**src/rtl/pkdf_ram.sv**
```systemverilog
// ----------------------------------------------------------------------------
// pkdf_ram
// Generic single-port-write, single-port-read RAM with registered read data.
// ----------------------------------------------------------------------------
module pkdf_ram #(
	parameter int WIDTH = 8,
	parameter int DEPTH = 16
) (
	input  logic                     clk,
	input  logic                     we,
	input  logic [$clog2(DEPTH)-1:0] waddr,
	input  logic [WIDTH-1:0]         wdata,
	input  logic                     re,
	input  logic [$clog2(DEPTH)-1:0] raddr,
	output logic [WIDTH-1:0]         rdata
);

	logic [WIDTH-1:0] mem_q [DEPTH];
	logic [WIDTH-1:0] rdata_q;

	// write port
	always_ff @(posedge clk) begin
		if (we) begin
			mem_q[waddr] <= wdata;
		end
	end

	// registered read, held when not enabled
	always_ff @(posedge clk) begin
		if (re) begin
			rdata_q <= mem_q[raddr];
		end
	end

	assign rdata = rdata_q;

endmodule

```
**config.mk**
```make
export PLATFORM = sky130hd
export DESIGN_NAME = pkdf_ram
export DESIGN_NICKNAME = d
export VERILOG_FILES = /design/src/rtl/pkdf_ram.sv
export SDC_FILE = /design/constraint.sdc
export NUM_CORES = 1
export LEC_CHECK = 0
export BUFFER_PORTS_ARGS = -buffer_cell sky130_fd_sc_hd__buf_2
export CAP_MARGIN = 10
export CORE_MARGIN = 2
export CORE_UTILIZATION = 45
export CTS_CLUSTER_DIAMETER = 80
export DETAILED_ROUTE_END_ITERATION = 7
export PLACE_DENSITY = 0.64
export SKIP_LAST_GASP = 1
export SYNTH_ARGS = -nofsm -noshare
export SYNTH_HDL_FRONTEND = slang
export SYNTH_SLANG_ARGS = --single-unit
export TNS_END_PERCENT = 1
```
**constraint.sdc**
```tcl
create_clock -name clk -period 5.9 [get_ports clk]
set_clock_uncertainty 0.15 [all_clocks]
set_input_delay 1.77 -clock clk [delete_from_list [all_inputs] [get_ports clk]]
set_output_delay 1.77 -clock clk [all_outputs]
set_load 0.005 [all_outputs]
```
### Word level (Yosys, flattened, before mapping)

Memories as Yosys holds them, arrays and structs flattened. A register that Yosys moved wholly into a read port is not among the register bits.
Cells that the tools add are included.

* register bits: 0
* bits in latches: 0
* memory bits (writable): 128
* memory bits (read-only): 0
* output and inout port bits: 8
* logic and storage cells: 3
* memories kept: 1

* $add $sub $neg: 0
* multipliers: 0
* divide/modulo/power cells: 0
* order comparisons: 0
* equality and inequality tests: 0
* shifts and indexed selects: 0
* multiplexer cells: 2
* bitwise logic cells: 0
* reductions and logical operators: 0

Memories
* mem_q: words 16, width 8, rd ports 1, clocked after memory_dff 1, write ports 1, line 18 `logic [WIDTH-1:0] mem_q [DEPTH];`

Operator list (count)
* 1-bit 2-to-1 mux: 2

### Depth between registers and ports, before layout

* depth after elaboration: 2
* mapped depth: 5

### Worst setup path after synthesis

Ideal clock, no wire load.

* path kind: input port to flip-flop
* start point: input port waddr[2]
* end point: memory mem_q[0][0], enable pin
* library setup time: 0.383 ns
* arrival: 2.880 ns
* slack: 2.487 ns
* cell stages on the path: 2
* buffers on the path: 0
* cells stage by stage: or3b_2 -> nor3_1

RTL lines
* start, declared: line 11 `input logic [$clog2(DEPTH)-1:0] waddr,`
* end, declared: line 18

No word-level cell before the write port.

==> impl_metrics.py <==
metrics = {
    "outcome": {
        "run_status": "completed",
    },
    "global_routing": {
        "grt_use_total": 0.1636,
        "pin_count_of_the_biggest_net_entering_global_routing": 33,
        "number_of_antenna_violations_at_the_first_check_in_global_routing": 0,
        "grt_remaining_overflow": 0,
        "first_global_vias": 2457,
        "first_pass_grt_wire_length_um": 14590,
    },
    "routing": {
        "detail_route.vias_per_cell": 5.609,
        "drt_iter0_drc": 109,
        "wl_per_cell_um": 22.21,
        "final_antenna_net_count": 0,
        "postRouteWirelength_um": 9260,
        "detail_route.drc_violations": 0,
        "detailroute.via_count": 2339,
        "drt_pre_antenna_iters": 4,
    },
    "yosys": {
        "synth_area_mm2": 0.005228,
        "mappedNetlistNets": 248,
        "share_of_the_yosys_chip_area_belonging_to_registers": 0.7812,
        "synth_area_per_cell_um2": 22.83,
        "synth_warnings": 0,
        "ys_types": 18,
        "yosys_register_bits": 136,
        "netlist_instances": 229,
    },
    "power": {
        "worst_ir_drop_vdd_v": 0.0001816,
        "pwr_density_cell_mw_per_mm2": 349.0,
        "power_leakage_nw": 1.963,
        "fin_total_pwr_mw": 2.083,
    },
    "placement": {
        "place.detailed.hpwl_um": 5879,
        "place_congestion": 0.7150,
        "io_buffers": 26,
    },
    "floorplanning": {
        "die-height_um": 111.8,
        "floorplan.initialDensity": 0.4598,
        "die_w_um": 111.8,
        "fp.coreArea_mm2": 0.01137,
        "io_pins": 27,
        "std_cell_rows": 39,
        "die_ar_mm2": 0.01249,
    },
    "sta": {
        "grt_setup_unrepaired": "no",
        "hold-worst-slack_ns": 0.5864,
        "max_freq_mhz": 272.4,
        "final.setup.tns_ns": 0,
        "min_period_ns": 3.671,
        "setup_violations": 0,
        "timing.final.max_slew_violations": 0,
        "worst_pin_slew_ns": 1.064,
        "maxSlewHeadroom": 0.2905,
        "timing_hold_violations_final": 0,
        "crit_share_post_route": 0.6221,
    },
    "cells_and_area": {
        "fill_cells": 895,
        "total_area_of_multi_input_combinational_cells_mm2": 0.001072,
        "antenna_cells_inserted": 0,
        "regArea_mm2": 0.004084,
        "finalNetCount": 284,
        "drive_gt1_frac": 0.2555,
        "synthToLayoutAreaGrowth_pct": 14.19,
        "most_frequent_standard_cell_in_the_layout_excluding_fill_and_tap_cells": "sky130_fd_sc_hd__edfxtp_1",
        "most_frequent_cells_in_the_layout": "sky130_fd_sc_hd__edfxtp_1, sky130_fd_sc_hd__buf_2, sky130_fd_sc_hd__mux4_2",
    },
    "min_path": {
        "hold_path_startpoint": "mem_q[14][5]",
        "hp-class": "register to register",
    },
    "worst_setup_path": {
        "crit_start": "raddr[0]",
        "crit_path_dat_ns": 3.67,
        "cp-start-kind": "input port",
        "end_kind": "register",
        "timing.setup.critical_path_class": "input port to register",
        "worst_ep_required_time_ns": 5.90,
        "rr_startpoint": "mem_q[1][3]",
        "worstPathMaxFanout": 32,
    },
    "clocking": {
        "setup_repair_bufs_after_cts": 0,
        "cts_root_buf": "sky130_fd_sc_hd__clkbuf_16",
        "tritoncts_clock_tree": "built",
        "worstSkewPairLatency_ns": 0.41,
        "htreeDepth": 4,
        "cts_repair_resize_count": 0,
        "cts.sink_count": 136,
        "cts_bufs_inserted": 17,
        "clkTransAtPathRegs_ns": 0.05,
        "cts.hold.buffers_added": 0,
        "cts_max_path_buffers": 2,
    },
    "job": {
        "maxCapViolations": 0,
    },
}
==> flip-flops by register name, summed over array words and instances (netlist names) <==
name   flops
rdata      8
mem_q    128
==> routing by layer <==
layer / track usage / share of wire / up-vias
met5: 0 / 0 / -
met4: 0.07160 / 0.013 / 0
met3: 0.04682 / 0.060 / 10
met2: 0.2521 / 0.49 / 75
met1: 0.2201 / 0.44 / 1202
li1: - / - / 1052
==> through the flow <==
stage	util	std cells	setup slack [ns]	cell area, µm²
2_1_floorplan	-	229	2.487	5228
6_report	0.5250	417	2.229	5969
4_1_cts	0.5250	417	2.203	5969
3_3_place_gp	0.4813	389	1.781	5473
3_5_place_dp	0.4813	389	1.751	5473
5_1_grt	0.5250	417	2.081	5969
==> path summary, 6_finish.rpt <==
path	endpoint	slack (ns)	depth (start not counted)
setup / recovery	rdata[3]	2.23	4
hold / removal	rdata[5]	0.59	3
hold reg to reg	rdata[5]	0.59	3
setup reg to reg	rdata[3]	4.19	3
==> Yosys cell counts, drive strengths merged <==
cell	n	area [µm²]
nand3b	2	15.01
nand3	1	5.000
and2	1	6.260
or3b	1	8.760
edfxtp	136	4084
nand2b	2	12.51
nand2	9	33.78
a22oi	16	120.1
and2b	1	7.510
nor2	13	48.80
mux4	32	773.2
clkdlybuf4s25	3	30.03
nor3	4	20.02
nor2b	1	6.260
buf	7	56.30
==> logic make-up (layout without fill, tap and decap cells) <==
kind of cell           Yosys count  in the layout  share of synthesized area
AOI/OAI and AO/OA               16             16                    0.02298
buffers and inverters           10             55                    0.01651
muxes                           32             32                     0.1479
DFF                            136            136                     0.7812
and+or+nand+nor                 35             35                    0.03136
==> final cells by class <==
class / count / share of cell area
sequential: 136 / 0.6841
multi-input combinational: 83 / 0.1796
clock inverter: 8 / 0.01006
timing repair buffer: 27 / 0.02306
clock buffer: 20 / 0.07315
tap: 143 / 0.02997
==> critical path: stages <==
cell	delay [ns]
sky130_fd_sc_hd__buf_2	0.79
sky130_fd_sc_hd__mux4_1	0.66
sky130_fd_sc_hd__a22oi_1	0.33
sky130_fd_sc_hd__nand2_1	0.09
==> where the power goes <==
part | internal (mW) | switching (mW) | total, mW
registers | 1.09 | 0.00472 | 1.09
logic | 0.0376 | 0.0544 | 0.0920
clock network | 0.559 | 0.337 | 0.897
Power figures use the tool's default switching activity.
