### src/rtl/pkdf_pkg.sv
// ----------------------------------------------------------------------------
// pkdf_pkg
// Shared types and constants of the per-key press debounce filter.
// ----------------------------------------------------------------------------
package pkdf_pkg;

	// key table size
	localparam int KEY_COUNT = 256;
	localparam int KEY_W     = $clog2(KEY_COUNT);

	// field widths
	localparam int CODE_W = 16;
	localparam int TS_W   = 32;
	localparam int WIN_W  = 16;

	// configuration register indexes
	localparam logic REG_DEBOUNCE = 1'b0;
	localparam logic REG_GRACE    = 1'b1;

	// configuration reset values
	localparam logic [WIN_W-1:0] DEBOUNCE_RESET = WIN_W'(90);
	localparam logic [WIN_W-1:0] GRACE_RESET    = WIN_W'(1000);

	// action codes
	localparam logic [1:0] ACT_RELEASE = 2'd0;
	localparam logic [1:0] ACT_PRESS   = 2'd1;

	// one key table entry
	typedef struct packed {
		logic            held;
		logic [TS_W-1:0] press_time;
	} entry_t;

	localparam int ENTRY_W = $bits(entry_t);

	// word under evaluation
	typedef struct packed {
		logic            track;
		logic [1:0]      action;
		logic [TS_W-1:0] ts;
	} item_t;

	// outcome of evaluating one word against its table entry
	typedef struct packed {
		logic            fwd;
		logic [TS_W-1:0] elapsed;
		logic            wr_en;
		entry_t          wr_entry;
		logic            set_seen;
	} decide_t;

	// controller states
	typedef enum logic [1:0] {
		ST_IDLE = 2'b01,
		ST_EXEC = 2'b10
	} state_t;

endpackage

### src/rtl/pkdf_decide.sv
// ----------------------------------------------------------------------------
// pkdf_decide
// Evaluates one key word against its table entry: elapsed time, drop
// decision and the entry write-back.
// ----------------------------------------------------------------------------
module pkdf_decide import pkdf_pkg::*; (
	input  item_t            item,
	input  logic             seen,
	input  entry_t           rd_entry,
	input  logic [WIN_W-1:0] debounce_win,
	input  logic [WIN_W-1:0] grace_win,
	output decide_t          dec
);

	logic            held;
	logic [TS_W-1:0] elapsed;
	logic            is_press;
	logic            is_release;
	logic            in_grace;
	logic            drop;

	// unseen keys read as never pressed and not held
	assign held    = seen & rd_entry.held;
	assign elapsed = seen ? (item.ts - rd_entry.press_time) : '0;

	assign is_press   = (item.action == ACT_PRESS);
	assign is_release = (item.action == ACT_RELEASE);
	assign in_grace   = (item.ts < {{(TS_W-WIN_W){1'b0}}, grace_win});

	// double press of a released key inside the debounce window, outside grace, nonzero elapsed
	assign drop = is_press && !in_grace && seen && !held &&
		(elapsed != '0) && (elapsed < {{(TS_W-WIN_W){1'b0}}, debounce_win});

	// result and write-back
	always_comb begin
		dec.fwd      = !(item.track && drop);
		dec.elapsed  = item.track ? elapsed : '0;
		dec.wr_en    = 1'b0;
		dec.set_seen = 1'b0;
		dec.wr_entry = rd_entry;
		if (item.track && is_press && !drop) begin
			dec.wr_en               = 1'b1;
			dec.set_seen            = 1'b1;
			dec.wr_entry.held       = 1'b1;
			dec.wr_entry.press_time = item.ts;
		end else if (item.track && is_release) begin
			dec.wr_en         = 1'b1;
			dec.wr_entry.held = 1'b0;
		end
	end

endmodule

### config.mk
export PLATFORM = sky130hd
export DESIGN_NAME = pkdf_decide
export DESIGN_NICKNAME = d
export VERILOG_FILES = /design/src/rtl/pkdf_pkg.sv /design/src/rtl/pkdf_decide.sv
export SDC_FILE = /design/constraint.sdc
export NUM_CORES = 1
export LEC_CHECK = 0
export BUFFER_PORTS_ARGS = -buffer_cell sky130_fd_sc_hd__buf_2
export CAP_MARGIN = 0
export CORE_UTILIZATION = 25
export DETAILED_ROUTE_END_ITERATION = 6
export GPL_TIMING_DRIVEN = 0
export PLACE_DENSITY = 0.48
export REMOVE_ABC_BUFFERS = 1
export SETUP_SLACK_MARGIN = 0.15
export SYNTH_ARGS = -nofsm -noshare
export SYNTH_HDL_FRONTEND = slang
export SYNTH_SLANG_ARGS = --single-unit
export TNS_END_PERCENT = 1
### constraint.sdc
create_clock -name vclk -period 5.95
set_clock_uncertainty 0.05 [all_clocks]
set_input_delay 0.595 -clock vclk [all_inputs]
set_output_delay 0.595 -clock vclk [all_outputs]
set_load 0.02 [all_outputs]
# Yosys cells after proc, flatten, opt, wreduce, memory -nomap -nowiden
# Index checks and enable logic that the tools add are counted.
# totals
word_cells	25
inputBits	101
output_inout_bits	68
regBits	0
# classes
n_eq_ne	1
n_lt_le_gt_ge	2
muxes	5
reduce_logical	15
add_sub_neg	1
n_bitwise	1
# op_table
operator	count
$lt A32 B16 Y1	2
$mux W32	2
$mux W33	1
$reduce_bool A32 Y1	1
$sub A32 B32 Y32	1
$logic_and A1 B1 Y1	9
$logic_not A1 Y1	4
$mux W2	2
$eq A2 B1 Y1 const B	1
$logic_not A2 Y1	1
$and A1 B1 Y1	1

# Depth between registers and ports, before layout
# depth
word_depth	10
mapped_depth	22
mapped_depth_nobuf	20

# Worst setup path after synthesis
# No wires, ideal clock.
# synth_timing
path_type	input-to-output
from	input port item[0] (netlist bit)
to	output port dec[2] (netlist bit)
n_path_buf	2
arrival_time_ps	4413
path_stages	21
t_required_ps	5305
path_slack_ps	892
cell_sequence	inv_1 > ha_1 > fa_1 > nand2b_1 > a21oi_1 > nor2_1 > o21ai_1 > xor2_1 > and2_1 > ha_1 > a21o_1 > a21oi_1 > nand2_1 > a31oi_1 > a21o_1 > maj3_1 > o211a_1 > a211o_1 > buf_6 > buf_12 > mux2i_1
# synth_lines
element	line_no	text
start, declared	pkdf_decide.sv:7	input item_t item,
end, declared	pkdf_decide.sv:12	output decide_t dec

==> results.sh <==
export IMPL_hp_class="in2out"
export IMPL_fin_nets=881
export IMPL_worst_pin_slew_ns=0.741
export IMPL_yosysUniqueCellTypes=71
export IMPL_cp_max_fo=12
export IMPL_hold_start="rd_entry[32]"
export IMPL_hold_ws_ns=1.49
export IMPL_dieArea_um2=16400
export IMPL_crit_path_max_incr_delay_ns=0.44
export IMPL_gp_congestion=0.816
export IMPL_worstSetupStartpoint="item[6]"
export IMPL_cap_violations=0
export IMPL_die_w_um=128
export IMPL_io_pins=169
export IMPL_finalPower_mw=0.536
export IMPL_outcome="completed"
export IMPL_synth_area_um2=3980
export IMPL_seq_cells=0
export IMPL_finalMaxSlewViolations=0
export IMPL_path_class="in2out"
export IMPL_timing_setup_tns_ns=0
export IMPL_powerDensity_nw_per_um2=105
export IMPL_grt_use_total_pct=15.9
export IMPL_path_cells="buf_2 -> ha_1 -> and4_2 -> nand2_1 -> a2111o_1 -> a21o_1 -> a21oi_4 -> ha_1 -> a21oi_1 -> nor2b_1 -> o21ai_0 -> nand3_2 -> a21oi_2 -> o21ai_2 -> nor4bb_1 -> o211a_1 -> a211o_4 -> bufbuf_16 -> mux2_4 -> buf_2"
export IMPL_end_kind="output port"
export IMPL_most_common_layout_cells="buf_2, inv_1, ha_1"
export IMPL_syn2layout_area_growth_pct=28.7
export IMPL_drc=0
export IMPL_coreArea_um2=15400
export IMPL_cp_slowest_cell="ha_1"
export IMPL_grt_max_degree=26
export IMPL_antenna_found_initial=0
export IMPL_max_freq_ghz=0.179
export IMPL_final_area_um2=5120
export IMPL_dpl_instance_area_um2=4960
export IMPL_hpwl_um=11800
export IMPL_period_share_pct=93.8
export IMPL_rsz0062_at_grt="false"
export IMPL_start_util_pct=25.9
export IMPL_grt_remaining_overflow=0
export IMPL_critPathRequiredTime_ns=5.31
export IMPL_numPortBuffers=169
export IMPL_leakagePower_nw=2.76
export IMPL_grt_pass1_vias=4154
export IMPL_slew_headroom_pct=50.0
export IMPL_drt_iter0_markers=351
export IMPL_worstPathArrival_ns=4.94
export IMPL_irDropWorstVdd_uv=27.7
export IMPL_rows=45
export IMPL_die_h_um=128
export IMPL_cts_hold_buf=0
export IMPL_syn_inst=566
export IMPL_hold_depth=3
export IMPL_placedCellCount=923
export IMPL_worst_setup_path_start_kind="primary input"
export IMPL_setup_viol=0
export IMPL_grt_pass1_wl_um=21300
export IMPL_nClkBuffers=0
export IMPL_final_cells=928
export IMPL_vias=4510
export IMPL_wire_per_inst_um=14.8
export IMPL_final_common_cell="buf_2"
export IMPL_yosysWarnings=0
export IMPL_drt_pass1_iterations=4
export IMPL_regArea_um2=0
export IMPL_routed_wl_um=13700
export IMPL_hold_viol=0
export IMPL_diodes=0
export IMPL_syn_avg_cell_area_um2=7.03
export IMPL_synth_seq_area_share_pct=0
export IMPL_drive_gt1_share_pct=33.8
export IMPL_final_fill_count=1725
export IMPL_period_needed_ns=5.58
export IMPL_ant_nets=0
export IMPL_viasPerCell=4.86
[cells in the mapped netlist (all sizes together) (4+ instances only)]
master,instances,area [um2]
ha,60,751
o2111ai,6,52.6
and4,4,35.0
nor3,13,65.1
o211ai,11,87.6
nand4,9,56.3
o21a,5,37.5
a21oi,43,223
nand2,44,165
inv,77,289
a211oi,9,72.6
a21boi,4,30.0
o21bai,6,48.8
mux2i,4,40.0
nand3,24,120
and3,15,93.8
nor2,41,154
nand2b,8,50.1
xor2,7,61.3
o21ai,24,124
clkbuf,16,61.3
nor4,10,77.6
buf,8,91.3
a31oi,9,56.3
xnor2,12,105
a21o,11,82.6
and2,9,58.8
a211o,4,35.0
mux2,32,465
[area by class of cell]
| type | count | area (um2) | area share (%) |
|---|---|---|---|
| well taps | 211 | 264 | 5.16 |
| inverters | 77 | 289 | 5.64 |
| multi-input cells | 465 | 3640 | 71.1 |
| repair buffers | 175 | 928 | 18.1 |
[metal layers]
metal  global-route usage [%]  wire length (um)  vias to the layer above
met2                     25.9              6000                      113
met5                        0                 0                        -
met1                     24.3              7000                     2028
li1                         -                 -                     2369
met4                        0                 0                        0
met3                    0.250               692                        0
[path summary, 6_finish.rpt]
check | to | slack [ns]
setup / recovery | dec[26] | 0.37
hold / removal | dec[33] | 1.49
[stage by stage]
| step | worst slack, ns | util (%) |
|---|---|---|
| after global placement | -1.33 | 32.1 |
| after floorplan | 0.211 | - |
| after global routing | 0.119 | 33.3 |
| after detailed placement | -0.382 | 32.3 |
| final | 0.367 | 33.3 |
| after CTS | 0.180 | 32.8 |
[power breakdown]
part	switching, mW	leakage, nW	internal, mW	total (mW)
combinational	0.317	2.76	0.218	0.536
clock	0	0	0	0
sequential	0	0	0	0
total	0.317	2.76	0.218	0.536
[kinds of logic (layout without fill, tap and decap cells)]
group           Yosys count  after routing  share of synthesized area, %
simple gates            192            192                          25.0
xor+xnor                 19             19                          4.18
compound gates          156            156                          27.4
fa+ha+maj                62             62                          19.6
mux                      36             36                          12.7
buf+inv                 101            252                          11.1
[repair_timing]
| item | CTS | global route |
|---|---|---|
| setup buffers | 2 | 2 |
| pin swaps | 3 | 5 |
| hold endpoints to repair | 0 | 0 |
| setup endpoints to repair | 33 | 33 |
| gates cloned | 1 | 0 |
| gates resized for setup | 9 | 14 |
[critical path: cells and delay by family]
family | cells | cell delay, ns
and+or+nand+nor | 5 | 0.96
adders and majority gates | 2 | 0.71
AOI/OAI and AO/OA | 9 | 1.78
buffers and inverters | 3 | 0.59
muxes | 1 | 0.30
Note: power is estimated with default switching activity, not from simulation.
